`config.mk`:
```
export PLATFORM = sky130hd
export DESIGN_NAME = uart_rx_tx_ring_buffers_core
export DESIGN_NICKNAME = d
export VERILOG_FILES = /design/src/rtl/core/urbuf_pkg.sv /design/src/rtl/core/urbuf_front.sv /design/src/rtl/core/urbuf_back.sv /design/src/rtl/core/uart_rx_tx_ring_buffers_core.sv
export SDC_FILE = /design/constraint.sdc
export NUM_CORES = 1
export LEC_CHECK = 0
export ABC_AREA = 1
export BUFFER_PORTS_ARGS = -buffer_cell sky130_fd_sc_hd__buf_2
export CORE_MARGIN = 5
export CORE_UTILIZATION = 30
export CTS_CLUSTER_DIAMETER = 30
export DETAILED_ROUTE_END_ITERATION = 7
export GPL_ROUTABILITY_DRIVEN = 0
export HOLD_SLACK_MARGIN = 0.02
export PLACE_DENSITY = 0.46
export SYNTH_ARGS = -nofsm -noshare
export SYNTH_HDL_FRONTEND = slang
export SYNTH_SLANG_ARGS = --single-unit
```
`constraint.sdc`:
```
create_clock -name clk -period 4.3 [get_ports clk]
set_input_delay 0.86 -clock clk [delete_from_list [all_inputs] [get_ports clk]]
set_output_delay 0.86 -clock clk [all_outputs]
set_load 0.02 [all_outputs]
```
`src/rtl/core/urbuf_pkg.sv`:
```
// Shared types, sizes and pointer helpers for the serial buffer pair.
`default_nettype none

package urbuf_pkg;

  // Ring sizes. Each ring holds one byte fewer than its depth.
  localparam int RX_DEPTH = 64;
  localparam int TX_DEPTH = 64;
  localparam int RX_PTR_W = (RX_DEPTH > 1) ? $clog2(RX_DEPTH) : 1;
  localparam int TX_PTR_W = (TX_DEPTH > 1) ? $clog2(TX_DEPTH) : 1;

  // Depths at the width of a fill count.
  localparam logic [RX_PTR_W:0] RX_DEPTH_L = (RX_PTR_W + 1)'(RX_DEPTH);
  localparam logic [TX_PTR_W:0] TX_DEPTH_L = (TX_PTR_W + 1)'(TX_DEPTH);
  localparam logic [RX_PTR_W-1:0] RX_LAST = RX_PTR_W'(RX_DEPTH - 1);
  localparam logic [TX_PTR_W-1:0] TX_LAST = TX_PTR_W'(TX_DEPTH - 1);

  // Field widths of the item and result beats.
  localparam int MODE_W = 3;
  localparam int BYTE_W = 8;
  localparam int CNT_W  = 6;

  // Input mode codes.
  localparam logic [MODE_W-1:0] MODE_RX_BYTE = 3'd0;
  localparam logic [MODE_W-1:0] MODE_PEEK    = 3'd1;
  localparam logic [MODE_W-1:0] MODE_READ    = 3'd2;
  localparam logic [MODE_W-1:0] MODE_WRITE   = 3'd3;
  localparam logic [MODE_W-1:0] MODE_TX_DONE = 3'd4;

  // Operation classes handed from the front to the back.
  typedef enum logic [2:0] {
    OP_NONE    = 3'd0,
    OP_RX_PUT  = 3'd1,
    OP_PEEK    = 3'd2,
    OP_READ    = 3'd3,
    OP_TX_PUT  = 3'd4,
    OP_TX_DONE = 3'd5
  } op_t;

  // One queued command.
  typedef struct packed {
    op_t               op;
    logic [BYTE_W-1:0] data;
  } cmd_t;

  // One result beat.
  typedef struct packed {
    logic [BYTE_W-1:0] data_out;
    logic              data_valid;
    logic              rx_dropped;
    logic              write_rejected;
    logic              send_valid;
    logic [BYTE_W-1:0] send_byte;
    logic [CNT_W-1:0]  rx_count;
    logic [CNT_W-1:0]  tx_count;
  } res_t;

  // Next slot of the receive ring, wrapping at the depth.
  function automatic logic [RX_PTR_W-1:0] rx_adv(input logic [RX_PTR_W-1:0] p);
    rx_adv = (p == RX_LAST) ? '0 : p + 1'b1;
  endfunction

  // Next slot of the transmit ring, wrapping at the depth.
  function automatic logic [TX_PTR_W-1:0] tx_adv(input logic [TX_PTR_W-1:0] p);
    tx_adv = (p == TX_LAST) ? '0 : p + 1'b1;
  endfunction

  // Bytes held in the receive ring.
  function automatic logic [RX_PTR_W:0] rx_fill(input logic [RX_PTR_W-1:0] h,
                                                input logic [RX_PTR_W-1:0] t);
    if (h >= t) begin
      rx_fill = {1'b0, h} - {1'b0, t};
    end else begin
      rx_fill = RX_DEPTH_L + {1'b0, h} - {1'b0, t};
    end
  endfunction

  // Bytes queued in the transmit ring.
  function automatic logic [TX_PTR_W:0] tx_fill(input logic [TX_PTR_W-1:0] h,
                                                input logic [TX_PTR_W-1:0] t);
    if (h >= t) begin
      tx_fill = {1'b0, h} - {1'b0, t};
    end else begin
      tx_fill = TX_DEPTH_L + {1'b0, h} - {1'b0, t};
    end
  endfunction

endpackage

`default_nettype wire

```
`src/rtl/core/urbuf_front.sv`:
```
// Front end: accepts item beats, classifies the mode and queues commands.
`default_nettype none

module urbuf_front (
  input  wire logic                      clk,
  input  wire logic                      rst_n,
  input  wire logic                      in_valid,
  output logic                           in_stall,
  input  wire logic [urbuf_pkg::MODE_W-1:0] in_mode,
  input  wire logic [urbuf_pkg::BYTE_W-1:0] in_byte_in,
  output logic                           cmd_valid,
  output urbuf_pkg::cmd_t                cmd,
  input  wire logic                      cmd_take
);
  import urbuf_pkg::*;

  cmd_t       q_r [2];
  logic       wr_ptr_r, wr_ptr_nxt;
  logic       rd_ptr_r, rd_ptr_nxt;
  logic [1:0] count_r, count_nxt;
  logic       push;
  logic       pop;
  op_t        op_dec;

  // Classify the mode into an operation.
  always_comb begin
    unique case (in_mode)
      MODE_RX_BYTE: op_dec = OP_RX_PUT;
      MODE_PEEK:    op_dec = OP_PEEK;
      MODE_READ:    op_dec = OP_READ;
      MODE_WRITE:   op_dec = OP_TX_PUT;
      MODE_TX_DONE: op_dec = OP_TX_DONE;
      default:      op_dec = OP_NONE;
    endcase
  end

  // Two-entry command queue between the front and the back.
  assign in_stall  = count_r[1];
  assign push      = in_valid && !in_stall;
  assign cmd_valid = (count_r != 2'd0);
  assign pop       = cmd_take && cmd_valid;
  assign cmd       = q_r[rd_ptr_r];

  always_comb begin
    wr_ptr_nxt = push ? ~wr_ptr_r : wr_ptr_r;
    rd_ptr_nxt = pop ? ~rd_ptr_r : rd_ptr_r;
    count_nxt  = count_r + {1'b0, push} - {1'b0, pop};
  end

  always_ff @(posedge clk) begin
    if (!rst_n) begin
      wr_ptr_r <= 1'b0;
      rd_ptr_r <= 1'b0;
      count_r  <= 2'd0;
    end else begin
      wr_ptr_r <= wr_ptr_nxt;
      rd_ptr_r <= rd_ptr_nxt;
      count_r  <= count_nxt;
    end
  end

  // Queue payload needs no reset.
  always_ff @(posedge clk) begin
    if (push) begin
      q_r[wr_ptr_r] <= '{op: op_dec, data: in_byte_in};
    end
  end

  // The queue never holds more than two commands.
  assert property (@(posedge clk) disable iff (!rst_n) count_r != 2'd3)
    else $error("command queue count out of range");

  // A pushed command leaves the queue non-empty on the next edge.
  assert property (@(posedge clk) disable iff (!rst_n) push |=> cmd_valid)
    else $error("pushed command lost");

  // The queue count grows by one on a push without a pop.
  assert property (@(posedge clk) disable iff (!rst_n)
      (push && !pop) |=> count_r == $past(count_r) + 2'd1)
    else $error("queue count did not grow on push");

endmodule

`default_nettype wire

```
`src/rtl/core/urbuf_back.sv`:
```
// Back end: ring memories, pointers and the result register.
`default_nettype none

module urbuf_back (
  input  wire logic     clk,
  input  wire logic     rst_n,
  input  wire logic     cmd_valid,
  input  wire urbuf_pkg::cmd_t cmd,
  output logic          cmd_take,
  output logic          out_valid,
  input  wire logic     out_stall,
  output urbuf_pkg::res_t out_res
);
  import urbuf_pkg::*;

  typedef enum logic [1:0] {
    S_IDLE = 2'b01,
    S_EXEC = 2'b10
  } state_t;

  state_t              state_r, state_nxt;
  cmd_t                cmd_r;
  logic [BYTE_W-1:0]   rx_mem [RX_DEPTH];
  logic [BYTE_W-1:0]   tx_mem [TX_DEPTH];
  logic [BYTE_W-1:0]   rx_rd_r;
  logic [BYTE_W-1:0]   tx_rd_r;
  logic [RX_PTR_W-1:0] rx_head_r, rx_head_nxt, rx_tail_r, rx_tail_nxt;
  logic [TX_PTR_W-1:0] tx_head_r, tx_head_nxt, tx_tail_r, tx_tail_nxt;
  logic                busy_r, busy_nxt;
  logic                out_valid_r, out_valid_nxt;
  res_t                res_r, res_nxt;
  logic                fire;
  logic                rx_we, tx_we;
  logic                rx_empty, rx_full, tx_empty, tx_full;
  logic [RX_PTR_W-1:0] rx_head_adv;
  logic [TX_PTR_W-1:0] tx_head_adv;

  // Sequencer: take a command and read both tails, then execute.
  assign cmd_take = (state_r == S_IDLE) && cmd_valid;
  assign fire     = (state_r == S_EXEC) && (!out_valid_r || !out_stall);

  always_comb begin
    state_nxt = state_r;
    unique case (state_r)
      S_IDLE: if (cmd_take) state_nxt = S_EXEC;
      S_EXEC: if (fire) state_nxt = S_IDLE;
      default: state_nxt = S_IDLE;
    endcase
  end

  // Ring status from the current pointers.
  always_comb begin
    rx_head_adv = rx_adv(rx_head_r);
    tx_head_adv = tx_adv(tx_head_r);
    rx_empty    = (rx_head_r == rx_tail_r);
    tx_empty    = (tx_head_r == tx_tail_r);
    rx_full     = (rx_head_adv == rx_tail_r);
    tx_full     = (tx_head_adv == tx_tail_r);
  end

  // Execute the held command and form the result beat.
  always_comb begin
    rx_head_nxt = rx_head_r;
    rx_tail_nxt = rx_tail_r;
    tx_head_nxt = tx_head_r;
    tx_tail_nxt = tx_tail_r;
    busy_nxt    = busy_r;
    rx_we       = 1'b0;
    tx_we       = 1'b0;
    res_nxt     = '0;
    case (cmd_r.op) inside
      OP_RX_PUT: begin
        if (rx_full) begin
          res_nxt.rx_dropped = 1'b1;
        end else begin
          rx_we       = 1'b1;
          rx_head_nxt = rx_head_adv;
        end
      end
      OP_PEEK, OP_READ: begin
        if (!rx_empty) begin
          res_nxt.data_out   = rx_rd_r;
          res_nxt.data_valid = 1'b1;
          if (cmd_r.op == OP_READ) begin
            rx_tail_nxt = rx_adv(rx_tail_r);
          end
        end
      end
      OP_TX_PUT: begin
        if (tx_full) begin
          res_nxt.write_rejected = 1'b1;
        end else begin
          tx_we       = 1'b1;
          tx_head_nxt = tx_head_adv;
          // An idle transmitter takes the oldest byte at once; on an empty
          // ring that is the byte being written.
          if (!busy_r) begin
            res_nxt.send_valid = 1'b1;
            res_nxt.send_byte  = tx_empty ? cmd_r.data : tx_rd_r;
            tx_tail_nxt        = tx_adv(tx_tail_r);
            busy_nxt           = 1'b1;
          end
        end
      end
      OP_TX_DONE: begin
        busy_nxt = 1'b0;
        if (!tx_empty) begin
          res_nxt.send_valid = 1'b1;
          res_nxt.send_byte  = tx_rd_r;
          tx_tail_nxt        = tx_adv(tx_tail_r);
          busy_nxt           = 1'b1;
        end
      end
      default: begin
      end
    endcase
    res_nxt.rx_count = CNT_W'(rx_fill(rx_head_nxt, rx_tail_nxt));
    res_nxt.tx_count = CNT_W'(tx_fill(tx_head_nxt, tx_tail_nxt));
  end

  // Result register valid.
  always_comb begin
    if (fire) begin
      out_valid_nxt = 1'b1;
    end else if (!out_stall) begin
      out_valid_nxt = 1'b0;
    end else begin
      out_valid_nxt = out_valid_r;
    end
  end

  // Control state.
  always_ff @(posedge clk) begin
    if (!rst_n) begin
      state_r     <= S_IDLE;
      rx_head_r   <= '0;
      rx_tail_r   <= '0;
      tx_head_r   <= '0;
      tx_tail_r   <= '0;
      busy_r      <= 1'b0;
      out_valid_r <= 1'b0;
    end else begin
      state_r     <= state_nxt;
      out_valid_r <= out_valid_nxt;
      if (fire) begin
        rx_head_r <= rx_head_nxt;
        rx_tail_r <= rx_tail_nxt;
        tx_head_r <= tx_head_nxt;
        tx_tail_r <= tx_tail_nxt;
        busy_r    <= busy_nxt;
      end
    end
  end

  // Held command and result payload.
  always_ff @(posedge clk) begin
    if (cmd_take) begin
      cmd_r <= cmd;
    end
    if (fire) begin
      res_r <= res_nxt;
    end
  end

  // Receive ring memory with registered read at the tail.
  always_ff @(posedge clk) begin
    if (fire && rx_we) begin
      rx_mem[rx_head_r] <= cmd_r.data;
    end
    if (cmd_take) begin
      rx_rd_r <= rx_mem[rx_tail_r];
    end
  end

  // Transmit ring memory with registered read at the tail.
  always_ff @(posedge clk) begin
    if (fire && tx_we) begin
      tx_mem[tx_head_r] <= cmd_r.data;
    end
    if (cmd_take) begin
      tx_rd_r <= tx_mem[tx_tail_r];
    end
  end

  assign out_valid = out_valid_r;
  assign out_res   = res_r;

  // A taken command is executed in the following cycle or later.
  assert property (@(posedge clk) disable iff (!rst_n) cmd_take |=> state_r == S_EXEC)
    else $error("taken command not held for execution");

  // A dropped byte means the receive ring was full and stays full.
  assert property (@(posedge clk) disable iff (!rst_n)
      (fire && res_nxt.rx_dropped) |-> res_nxt.rx_count == CNT_W'(RX_DEPTH - 1))
    else $error("byte dropped from a ring that was not full");

  // Peek or read data only comes from a peek or read command.
  assert property (@(posedge clk) disable iff (!rst_n)
      (fire && res_nxt.data_valid) |-> (cmd_r.op == OP_PEEK || cmd_r.op == OP_READ))
    else $error("data beat from a command that does not read");

  // Handing a byte to the transmitter leaves it busy.
  assert property (@(posedge clk) disable iff (!rst_n)
      (fire && res_nxt.send_valid) |=> busy_r)
    else $error("transmitter idle after a send");

endmodule

`default_nettype wire

```
`src/rtl/core/uart_rx_tx_ring_buffers_core.sv`:
```
// Top level of the serial receive and transmit ring buffer pair.
// An accepted item beat passes through the command queue, the held command register
// and the result register. The back end reads both ring tails as it takes a command
// and takes no new one until that command has executed, which a stalled result delays.
// A two-entry command queue lets the input side keep accepting while a result waits.
// Reset clears the pointers, the transmitter state, the queue and the result valid;
// the ring memories are not cleared and need no clearing pass.
`default_nettype none

module uart_rx_tx_ring_buffers_core (
  input  wire logic       clk,
  input  wire logic       rst_n,
  input  wire logic       in_valid,
  output logic            in_stall,
  input  wire logic [2:0] in_mode,
  input  wire logic [7:0] in_byte_in,
  output logic            out_valid,
  input  wire logic       out_stall,
  output logic [7:0]      out_data_out,
  output logic            out_data_valid,
  output logic            out_rx_dropped,
  output logic            out_write_rejected,
  output logic            out_send_valid,
  output logic [7:0]      out_send_byte,
  output logic [5:0]      out_rx_count,
  output logic [5:0]      out_tx_count
);
  import urbuf_pkg::*;

  logic cmd_valid;
  cmd_t cmd;
  logic cmd_take;
  res_t res;

  // Front end: accept and classify.
  urbuf_front u_front (
    .clk        (clk),
    .rst_n      (rst_n),
    .in_valid   (in_valid),
    .in_stall   (in_stall),
    .in_mode    (in_mode),
    .in_byte_in (in_byte_in),
    .cmd_valid  (cmd_valid),
    .cmd        (cmd),
    .cmd_take   (cmd_take)
  );

  // Back end: rings and result register.
  urbuf_back u_back (
    .clk       (clk),
    .rst_n     (rst_n),
    .cmd_valid (cmd_valid),
    .cmd       (cmd),
    .cmd_take  (cmd_take),
    .out_valid (out_valid),
    .out_stall (out_stall),
    .out_res   (res)
  );

  // Result fields onto their ports.
  assign out_data_out       = res.data_out;
  assign out_data_valid     = res.data_valid;
  assign out_rx_dropped     = res.rx_dropped;
  assign out_write_rejected = res.write_rejected;
  assign out_send_valid     = res.send_valid;
  assign out_send_byte      = res.send_byte;
  assign out_rx_count       = res.rx_count;
  assign out_tx_count       = res.tx_count;

endmodule

`default_nettype wire
```
Word level (Yosys, flattened, before mapping):

Memory sizes are Yosys's and may differ from the RTL's. A register that Yosys moved wholly into a read port is not among the register bits.
Cells that the tools add are included.

* output and inout port bits: 34
* logic and storage cells: 137
* memories: 3
* bits of input ports: 15
* register bits after elaboration: 64
* bits in writable memories: 1046

* reductions and logical operators: 20
* add/sub/neg operators: 12
* order comparisons: 2
* bitwise gates (word level): 5
* eq/ne operators: 23
* multiplexer cells: 54

Memory list
* u_back.rx_mem: words 64, width 8, read ports 1, clocked after Yosys merged registers in 1, write ports 1, RTL line urbuf_back.sv:23 `logic [BYTE_W-1:0] rx_mem [RX_DEPTH];`
* u_back.tx_mem: words 64, width 8, read ports 1, clocked after Yosys merged registers in 1, write ports 1, RTL line urbuf_back.sv:24 `logic [BYTE_W-1:0] tx_mem [TX_DEPTH];`
* u_front.q_r: words 2, width 11, read ports 1, clocked after Yosys merged registers in 1, write ports 1, RTL line urbuf_front.sv:17 `cmd_t q_r [2];`

Operators by type and width (count)
* 2-to-1 mux 6 bit: 23
* 2-to-1 mux 9 bit: 5
* adder 6 x 1 -> 6 bit (second input constant): 4
* == test 6 bit: 4
* == test 6 bit (second input constant): 4
* subtractor 6 bit: 4
* 2-to-1 mux 1 bit: 21
* one-hot mux 3 bit (5 select lines): 1
* adder 1 x 6 -> 6 bit (first input constant): 2
* == test 3 x 2 -> 1 bit (second input constant): 4
* >= comparator 6 bit: 2
* == test 3 bit (second input constant): 3
* 2-to-1 mux 8 bit: 1
* == test 3 x 1 -> 1 bit (second input constant): 2
* logical AND 1 bit: 6
* OR reduction 3 bit: 2
* inverter 1 bit: 5
* AND reduction 5 bit: 1
* 2-to-1 mux 2 bit: 2
* inequality test 2 x 1 -> 1 bit (second input constant): 2
* inequality test 2 bit (second input constant): 2
* one-hot mux 2 bit (2 select lines): 1
* nonzero test 2 bit: 2
* OR reduction 2 bit: 2
* other kinds (9): 11

Longest topological paths before layout:

Gate-level depths: netlist (run 1).

* depth after elaboration: 10
* gate-level depth with buffers: 26
* gate-level depth less buffers: 25

Modules after synthesis:

A second synthesis (run 1) with hierarchy kept.

* cell total of the unflattened synthesis: 3730
* area, all modules: 46394.5 µm²

By module, submodules not included
* urbuf_back: area each 45292.2 µm², cells an instance 3654, seq. area each 33081.7 µm², instances 1
* urbuf_front: area each 1102.3 µm², cells an instance 76, seq. area each 760.7 µm², instances 1

Worst setup path before layout (run 1):

Ideal clock, no wire load.

* kind: flip-flop to flip-flop
* from: reg u_front.count_r[1]
* to: reg u_front.count_r[1]
* period minus slack after synthesis: 3.080 ns
* setup slack: 1.220 ns
* required time: 4.230 ns
* arrival time: 3.010 ns
* buffers on the path: 0
* cell stages (with the launch flop): 9
* library setup time: 0.070 ns
* cell sequence: dfxtp_1 inv_1 a21oi_1 ha_1 inv_1 ha_1 xor2_1 o21ai_0 a21oi_1

* longest elaborated chain between the ends: 4
* elaborated cells on any way between the ends: 7
* those cells by class: add/sub (2); reduce/logical (5)

Ends and longest elaborated chain
* start: declaration: RTL line urbuf_front.sv:20 `logic [1:0] count_r, count_nxt;`
* start signal: assignment: RTL line urbuf_front.sv:58 `count_r <= count_nxt;`
* nonzero test 2 bit: RTL line urbuf_front.sv:40 `assign cmd_valid = (count_r != 2'd0);`
* logical AND 1 bit: RTL line urbuf_back.sv:39 `assign cmd_take = (state_r == S_IDLE) && cmd_valid;`
* net cmd_take: RTL line uart_rx_tx_ring_buffers_core.sv:32 `logic cmd_take;`
* logical AND 1 bit: RTL line urbuf_front.sv:41 `assign pop = cmd_take && cmd_valid;`
* subtractor 2 x 1 -> 2 bit: RTL line urbuf_front.sv:47 `count_nxt = count_r + {1'b0, push} - {1'b0, pop};`

The timed path passes the listed nets, and every way through them passes these cells.
A chain may end at the register's enable or synchronous reset.

==> impl_metrics.py, run 1 <==
metrics = {
    "worst_setup_path": {
        "path_cells": "ha_1, nand2_1, nor2_2, nand2_2, nand3_1, nand2_1, nor2_1, nand3_2, nand2_4, inv_2, o21ai_0, ha_1, nand3_1, nand2_1, a21oi_1, inv_1, a21oi_1, nand3b_1, nand2_1, nand2_1, nand2_1",
        "worstPathArrival_ns": 4.31,
        "cp_data_required_time_ns": 4.86,
        "worstSetupEndpointType": "flip-flop",
        "crit_family": "simple AND/OR/NAND/NOR gates",
        "r2r-end": "u_back.out_res[5]",
        "path_depth": 21,
        "crit_end": "u_back.out_res[5]",
        "reg2reg_from": "u_back.tx_head_r[1]",
        "critical_path_class": "flip-flop to flip-flop",
        "crit_buf_inv": 2,
        "cp-startpoint": "u_back.tx_head_r[1]",
        "cp_max_fo": 12,
        "crit_path_max_incr_delay_ns": 0.59,
        "critPathSlowestCell": "dfxtp_1",
        "cp-start-kind": "flip-flop",
        "r2r_slack_ns": 0.55,
        "reg2reg_depth": 21,
        "cp_common_cell": "nand2_1",
    },
    "global_routing": {
        "grt_max_degree": 201,
        "grt_antenna_before_repair": 5,
        "grt.overflow.total": 0,
        "grt_pass1_vias": 30074,
        "grt_pass1_wl_um": 200000,
        "grt_usage_pct": 16.2,
    },
    "synthesis": {
        "synth.distinct_cells": 44,
        "synthesis.area_um2": 46600,
        "ys_ff_latch": 1137,
        "ys_warn_count": 0,
        "yosysTopAreaCell": "edfxtp_1",
        "synth_flop_cell": "edfxtp_1",
        "synth_fp_nets": 3779,
        "synth-edff-count": 1105,
        "synth-seq-area-share_pct": 72.6,
        "async_reset_ff_share_pct": 0,
        "synthCells": 3746,
        "netlist.area_leader.share_pct": 71.3,
        "synth_area_leaders": "edfxtp_1, o21ai_0, nor2_1",
        "synth.avg_cell_area_um2": 12.4,
    },
    "placement": {
        "dp.cells": 5780,
        "placed_area_um2": 49900,
        "io_buffers": 48,
        "hpwl_um": 75200,
    },
    "floorplanning": {
        "io_pins": 49,
        "die_area_um2": 163000,
        "initial_core_util_pct": 30.2,
        "die_w_um": 404,
        "core_area_um2": 154000,
        "rows": 144,
        "die_h_um": 404,
    },
    "clock_tree": {
        "clock_path_buffers": 3,
        "cts_resized": 0,
        "numClockSinks": 1137,
        "cts_tree": "done",
        "ctsHtreeMaxLevel": 4,
        "root_buffer": "clkbuf_16",
        "postCtsSetupBuffers": 0,
        "cts_inserted_buffers": 222,
        "clkTransAtPathRegs_ns": 0.05,
        "ctsHoldBuffers": 0,
        "clock_latency_ns": 0.81,
    },
    "layout": {
        "fin_area_um2": 57600,
        "drive_gt1_share_pct": 16.3,
        "nets": 3993,
        "mostFrequentLayoutCells": "edfxtp_1, nor2_1, o21ai_0",
        "area_growth_syn_to_layout_pct": 23.8,
        "stdcell_count": 6198,
        "final_common_cell": "edfxtp_1",
        "diodes": 0,
    },
    "timing": {
        "max_freq_mhz": 266,
        "tightest_slew_ns": 1.17,
        "maxSlewViolCount": 0,
        "rsz0062_at_grt": "false",
        "fin_crit_sh_pct": 87.3,
        "min_period_ns": 3.75,
        "finalHoldViolCount": 0,
        "max_slew_margin_pct": 21.9,
        "setup_viol": 0,
        "holdWs_ns": 0.244,
        "finalClockSkew_ns": 0.0401,
        "setup-tns-final_ns": 0,
    },
    "pwr": {
        "ir_worst_vdd_mv": 0.353,
        "power_density_nw_per_um2": 625,
        "leakagePower_nw": 19.9,
    },
    "route": {
        "ant_nets": 0,
        "via_per_inst": 4.90,
        "drcViolationCount": 0,
        "drt_wl_total_um": 134000,
        "met2_wirelength_um": 63500,
        "num_vias": 30401,
        "dr_wl_met3_um": 6770,
        "dr.pass1.iters": 6,
        "topRoutingLayerUsed": "met5",
        "wl_met1_um": 59700,
        "drtIter0Drc": 2444,
        "wl_per_cell_um": 21.6,
    },
    "hold_path": {
        "hold_path.startpoint": "in_byte_in[3]",
        "hp-class": "input port to flip-flop",
    },
    "flow_run": {
        "maxCapViolCount": 0,
    },
    "run_status": {
        "status": "finished, final reports clean",
    },
}
[registers in the layout, indices dropped and copies added (netlist names)]
signal            flops
u_back.out_valid      1
u_back.state_r        2
u_front.wr_ptr_r      1
u_back.out_res       32
u_back.rx_tail_r      6
u_front.count_r       2
u_back.rx_head_r      6
u_back.busy_r         1
u_back.tx_mem       512
u_back.rx_rd_r        8
u_back.cmd_r         11
u_back.tx_tail_r      6
u_back.tx_rd_r        8
u_front.q_r          22
u_front.rd_ptr_r      1
u_back.rx_mem       512
u_back.tx_head_r      6
[routing by layer]
layer	GRT usage (%)	vias to the layer above
li1	-	14317
met1	21.8	15054
met4	5.99	2
met2	26.2	800
met5	0	-
met3	2.91	228
[stage by stage]
step	util [%]	total power [mW]	setup WS (ns)
finish	37.4	36.0	0.547
global route	37.4	37.4	0.144
CTS	37.4	36.5	0.575
detailed placement	32.4	18.7	0.589
global placement	32.4	18.7	0.566
floorplan	-	16.7	1.22
[synthesized netlist by cell type, drive strengths merged (32+ instances only)]
| library cell | number |
|---|---|
| o21ai | 615 |
| o211ai | 88 |
| inv | 98 |
| nand3 | 102 |
| dfxtp | 32 |
| clkbuf | 200 |
| edfxtp | 1105 |
| a21oi | 44 |
| o221ai | 73 |
| buf | 44 |
| nor2 | 757 |
| nand2 | 307 |
| o22ai | 184 |
[layout make-up]
class,count,area (um2)
clock buffers,253,5740
clock inverters,165,1970
fillers,15016,96600
inverters,104,418
multi-input cells,2261,11400
flip-flops and latches,1137,33800
well taps,2044,2560
repair buffers,234,1750
[worst register-to-register path: stages (launching register included)]
cell and delay, ns:
dfxtp_1 0.59, ha_1 0.30, nand2_1 0.12, nor2_2 0.14, nand2_2 0.11, nand3_1 0.09, nand2_1 0.06, nor2_1 0.13
nand3_2 0.25, nand2_4 0.25, inv_2 0.06, o21ai_0 0.27, ha_1 0.29, nand3_1 0.09, nand2_1 0.08, a21oi_1 0.16
inv_1 0.07, a21oi_1 0.15, nand3b_1 0.15, nand2_1 0.06, nand2_1 0.05, nand2_1 0.05
[logic make-up after synthesis]
logic type | synth area share (%)
simple gates | 10.8
flops | 72.6
compound gates | 12.5
buf+inv | 2.99
fa+ha+maj | 0.516
xor+xnor | 0.282
mux | 0.266
[where the power goes]
part / internal [mW] / switching, mW / leakage, nW
Combinational: 0.971 / 3.51 / 5.91
Sequential: 13.7 / 0.221 / 10.2
Clock: 11.8 / 5.84 / 3.72
[how the worst min path moves through the flow]
stage / end / cells after the start / slack (ns)
3_5_place_dp: u_front.count_r[1] / 1 / 0.47
4_1_cts: u_front.q_r[0][3] / 1 / 0.17
6_report: u_front.q_r[0][3] / 1 / 0.24
5_1_grt: u_front.q_r[1][3] / 1 / 0.19
3_3_place_gp: u_front.count_r[1] / 1 / 0.47
2_1_floorplan: u_front.wr_ptr_r / 2 / 0.48
(Power assumes the default switching activity.)
==> inputs of run 2 (changes only) <==
clock period = 3.8 ns   (was 4.3 ns; I/O delays follow)
==> run 2 against run 1 <==
Compared with the run above:
- register-to-register slack lost 0.23 ns
- combinational power grew 16%
- clock skew grew 0.00072 ns
- critical path depth grew 1
- critical path type unchanged
- highest routed layer unchanged
==> impl_metrics.py, run 2 (synthesized netlist as in run 1, its figures left out) <==
metrics = {
    "run_status": {
        "status": "finished, final reports clean",
    },
    "floorplanning": {
        "die_w_um": 404,
        "io_pins": 49,
        "die_h_um": 404,
        "core_area_um2": 154000,
        "initial_core_util_pct": 30.2,
        "die_area_um2": 163000,
        "rows": 144,
    },
    "global_routing": {
        "grt.overflow.total": 0,
        "grt_pass1_vias": 29876,
        "grt_max_degree": 172,
        "grt_pass1_wl_um": 199000,
        "grt_usage_pct": 16.2,
        "grt_antenna_before_repair": 4,
    },
    "worst_setup_path": {
        "worstPathArrival_ns": 4.03,
        "r2r-end": "u_back.out_res[11]",
        "reg2reg_from": "u_back.rx_head_r[2]",
        "reg2reg_depth": 22,
        "cp_max_fo": 11,
        "r2r_slack_ns": 0.32,
        "cp-start-kind": "flip-flop",
        "worstSetupEndpointType": "flip-flop",
        "critical_path_class": "flip-flop to flip-flop",
        "cp_data_required_time_ns": 4.35,
    },
    "clock_tree": {
        "ctsHtreeMaxLevel": 4,
        "numClockSinks": 1137,
        "root_buffer": "clkbuf_16",
        "cts_inserted_buffers": 220,
        "clock_latency_ns": 0.82,
        "cts_tree": "done",
        "ctsHoldBuffers": 0,
        "clock_path_buffers": 3,
        "clkTransAtPathRegs_ns": 0.05,
    },
    "layout": {
        "nets": 4033,
        "multi_input_area_um2": 11400,
        "mostFrequentLayoutCells": "edfxtp_1, nor2_1, o21ai_0",
        "area_growth_syn_to_layout_pct": 24.5,
        "regArea_um2": 33800,
        "stdcell_count": 6235,
        "drive_gt1_share_pct": 17.3,
        "fillers": 14932,
        "final_common_cell": "edfxtp_1",
    },
    "timing": {
        "finalHoldViolCount": 0,
        "maxSlewViolCount": 0,
        "max_slew_margin_pct": 34.0,
        "min_period_ns": 3.48,
        "setup_viol": 0,
        "rsz0062_at_grt": "false",
        "finalClockSkew_ns": 0.0409,
        "max_freq_mhz": 288,
        "tightest_slew_ns": 0.987,
        "fin_crit_sh_pct": 91.5,
        "setup-tns-final_ns": 0,
    },
    "placement": {
        "dp.cells": 5820,
        "io_buffers": 48,
        "hpwl_um": 77600,
    },
    "pwr": {
        "leakagePower_nw": 20.1,
        "power_density_nw_per_um2": 706,
        "ir_worst_vdd_mv": 0.524,
    },
    "route": {
        "num_vias": 30474,
        "drcViolationCount": 0,
        "drt_wl_total_um": 135000,
        "ant_nets": 0,
        "wl_per_cell_um": 21.6,
        "drtIter0Drc": 2480,
        "dr.pass1.iters": 5,
        "via_per_inst": 4.89,
    },
    "hold_path": {
        "hp-class": "input port to flip-flop",
        "min_delay_path_depth": 1,
        "hold_path.startpoint": "in_byte_in[2]",
        "min_to": "u_front.q_r[1][2]",
    },
    "flow_run": {
        "maxCapViolCount": 0,
    },
}
-- run 2: cell count changes in the layout (fill, tap and decap cells not counted), moves of 3 or more --
| cell | before | now |
|---|---|---|
| inv_6 | 17 | 27 |
| clkbuf_16 | 224 | 221 |
| clkinv_2 | 35 | 32 |
| dfxtp_2 | 1 | 6 |
| clkinv_1 | 33 | 27 |
| buf_4 | 177 | 217 |
| dfxtp_1 | 26 | 21 |
-- run 2: cell type report --
cell class | count | share of cell area, %
sequential | 1137 | 58.4
timing repair buffer | 276 | 3.60
clock buffer | 248 | 9.73
antenna | 1 | 0.00432
inverter | 104 | 0.721
multi-input combinational | 2261 | 19.6
tap | 2044 | 4.41
clock inverter | 164 | 3.51
-- run 2: repair_timing --
item | in CTS | in global routing
endpoints found under the setup margin | 0 | 2
hold endpoints to repair | 0 | 0
resized for setup | 0 | 7
setup buffers | 0 | 2
-- run 2: worst max path at each step --
stage	startpoint	endpoint	slack [ns]	cells past startpoint
after floorplan	u_front.count_r[1]	u_front.count_r[1]	0.72	8
after CTS	u_back.tx_head_r[3]	u_back.out_res[5]	0.24	20
after detailed placement	u_back.tx_head_r[3]	u_back.out_res[5]	0.25	20
after global routing	u_back.tx_head_r[0]	u_back.out_res[5]	0.01	22
after global placement	u_back.tx_head_r[3]	u_back.out_res[5]	0.28	20
final	u_back.rx_head_r[2]	u_back.out_res[11]	0.32	22
-- run 2: per-layer routing --
metal	wire, um	share of wire [%]	global-route usage [%]
met4	4300	3.2	6.25
met2	63500	47	26.0
met5	12	0.0089	0
met3	6870	5.1	3.09
met1	60000	45	21.7
-- run 2: metrics by stage --
stage / hold slack, ns / total power, mW / area (um2) / setup WS [ns] / util [%]
after floorplan: 0.481 / 18.9 / 46600 / 0.720 / -
after global placement: 0.459 / 21.3 / 50200 / 0.282 / 32.6
after detailed placement: 0.467 / 21.3 / 50200 / 0.255 / 32.6
after CTS: 0.0785 / 41.3 / 57900 / 0.237 / 37.6
after global routing: 0.113 / 42.4 / 58000 / 0.0108 / 37.6
final: 0.142 / 40.9 / 58000 / 0.322 / 37.6
-- run 2: worst max-delay path, stage by stage, from the launching register on --
cell	delay, ns
dfxtp_1	0.56
nand2_2	0.17
nor2_8	0.16
nand2_4	0.07
o21ai_2	0.14
nand3_2	0.11
nand2_1	0.07
nand2_1	0.05
nor2_1	0.18
nand2_4	0.08
nand2_4	0.12
nand2_1	0.06
o21ai_0	0.11
ha_1	0.32
a21oi_1	0.15
o21ai_0	0.15
a21oi_1	0.19
inv_1	0.06
a21oi_1	0.15
nand3b_1	0.13
nand2_1	0.08
nand3_1	0.07
nand2_1	0.05
-- run 2: report_power, final --
part           total [mW]  internal [mW]  leakage [nW]  switching (mW)
Combinational        5.20           1.19          6.12            4.01
Sequential           15.8           15.5          10.2           0.249
Clock                19.9           13.3          3.70            6.66
==> inputs of run 3 (changes only) <==
clock period = 4.2 ns   (was 3.8 ns; I/O delays follow)
==> run 3 against run 2 <==
Compared with the run above:
- critical endpoint is now u_back.out_res[5]
- via count hardly changed
- sequential power is 9% lower
- largest cell class unchanged
- design area is 1.3% lower
- worst hold slack better by 0.10 ns
- wire length is 1.4% lower
- critical path type unchanged
- register-to-register slack better by 0.15 ns
- count of clock-buffer cells in the layout is 2 higher
- power is 13% lower
- clock power is 16% lower
- sequential share of layout area is 0.79 points higher
==> impl_metrics.py, run 3 (synthesized netlist as in run 1, its figures left out) <==
metrics = {
    "hold_path": {
        "hp-class": "input port to flip-flop",
    },
    "placement": {
        "hpwl_um": 75900,
        "dp.cells": 5789,
        "io_buffers": 48,
    },
    "global_routing": {
        "grt_max_degree": 187,
        "grt_pass1_vias": 30204,
        "grt_antenna_before_repair": 2,
        "grt_usage_pct": 16.0,
        "grt.overflow.total": 0,
        "grt_pass1_wl_um": 198000,
    },
    "layout": {
        "drive_gt1_share_pct": 16.0,
        "stdcell_count": 6192,
        "area_growth_syn_to_layout_pct": 22.8,
        "final_common_cell": "edfxtp_1",
        "regArea_um2": 33800,
        "nets": 3995,
        "mostFrequentLayoutCells": "edfxtp_1, nor2_1, o21ai_0",
        "fillers": 15027,
        "multi_input_area_um2": 11400,
    },
    "clock_tree": {
        "clock_latency_ns": 0.80,
        "postCtsSetupBuffers": 0,
        "cts_tree": "done",
        "clkTransAtPathRegs_ns": 0.05,
        "ctsHoldBuffers": 0,
        "root_buffer": "clkbuf_16",
        "clock_path_buffers": 3,
        "ctsHtreeMaxLevel": 4,
        "cts_resized": 0,
        "numClockSinks": 1137,
        "cts_inserted_buffers": 215,
    },
    "floorplanning": {
        "die_w_um": 404,
        "initial_core_util_pct": 30.2,
        "rows": 144,
        "die_area_um2": 163000,
        "die_h_um": 404,
        "core_area_um2": 154000,
        "io_pins": 49,
    },
    "flow_run": {
        "maxCapViolCount": 0,
    },
    "worst_setup_path": {
        "critical_path_class": "flip-flop to flip-flop",
        "cp-start-kind": "flip-flop",
        "worstSetupEndpointType": "flip-flop",
        "cp_max_fo": 12,
        "worstPathArrival_ns": 4.28,
        "cp_data_required_time_ns": 4.75,
    },
    "timing": {
        "rsz0062_at_grt": "false",
        "finalHoldViolCount": 0,
        "setup-tns-final_ns": 0,
        "maxSlewViolCount": 0,
        "setup_viol": 0,
        "tightest_slew_ns": 1.17,
        "min_period_ns": 3.73,
        "fin_crit_sh_pct": 88.7,
        "finalClockSkew_ns": 0.0301,
        "max_slew_margin_pct": 22.1,
        "max_freq_mhz": 268,
    },
    "route": {
        "num_vias": 30481,
        "wl_per_cell_um": 21.4,
        "via_per_inst": 4.92,
        "dr.pass1.iters": 6,
        "ant_nets": 0,
        "drcViolationCount": 0,
        "drtIter0Drc": 2290,
        "drt_wl_total_um": 133000,
    },
    "pwr": {
        "power_density_nw_per_um2": 624,
        "leakagePower_nw": 19.6,
        "ir_worst_vdd_mv": 0.347,
    },
    "run_status": {
        "status": "finished, final reports clean",
    },
}
run 3: cell types whose count changed in the layout (fill, tap and decap cells not counted), sizes merged:
| cell | delta |
|---|---|
| clkinv | +11 |
| buf | -33 |
| clkinvlp | +8 |
| inv | -18 |
| clkbuf | +2 |
| bufinv | -13 |
run 3: path summary, 6_finish.rpt:
path | start | end | slack [ns] | cells after the start
worst max-delay path | u_back.tx_head_r[1] | u_back.out_res[5] | 0.47 | 21
worst min-delay path | in_byte_in[5] | u_front.q_r[0][5] | 0.24 | 1
worst max register to register | u_back.tx_head_r[1] | u_back.out_res[5] | 0.47 | 21
worst min register to register | u_front.count_r[1] | u_front.count_r[1] | 0.47 | 1
run 3: metal layers:
layer / track usage, % / share of wire, % / up-vias / wire length [um]
met4: 5.81 / 3.1 / 0 / 4150
li1: - / - / 14335 / -
met1: 21.5 / 45 / 15118 / 59600
met3: 3.02 / 4.8 / 219 / 6390
met2: 25.9 / 47 / 809 / 62600
met5: 0 / 0 / - / 0
run 3: power breakdown:
group / switching [mW] / internal [mW] / leakage, nW / total (mW)
registers: 0.214 / 14.1 / 10.2 / 14.3
logic: 3.60 / 0.993 / 5.94 / 4.59
clock network: 5.72 / 11.1 / 3.45 / 16.8
run 3: area by class of cell:
| cell class | count | share of cell area [%] |
|---|---|---|
| clock buffers | 250 | 9.86 |
| inverters | 104 | 0.731 |
| repair buffers | 243 | 3.16 |
| diodes | 1 | 0.00438 |
| well taps | 2044 | 4.47 |
| flip-flops and latches | 1137 | 59.2 |
| clock inverters | 152 | 2.72 |
| multi-input cells | 2261 | 19.9 |
run 3: critical path, stage by stage (launching register included):
cell and delay [ns]:
dfxtp_1 0.58, ha_1 0.30, nand2_1 0.12, nor2_2 0.14
nand2_2 0.10, nand3_1 0.08, nand2_1 0.06, nor2_1 0.14
nand3_2 0.24, nand2_4 0.24, inv_2 0.06, o21ai_0 0.31
ha_1 0.30, nand3_1 0.09, nand2_1 0.09, a21oi_1 0.13
inv_1 0.06, a21oi_1 0.15, nand3b_1 0.14, nand2_1 0.06
nand2_1 0.05, nand2_1 0.05
run 3: through the flow:
stage	power [mW]	worst slack, ns	hold slack (ns)	utilization [%]	instance area (um2)
after floorplan	17.1	1.12	0.481	-	46600
after global placement	19.2	0.453	0.460	32.4	50000
after detailed placement	19.2	0.478	0.467	32.4	50000
after CTS	36.1	0.468	0.180	37.1	57200
after global routing	37.0	0.0886	0.204	37.1	57200
final	35.7	0.474	0.245	37.1	57200
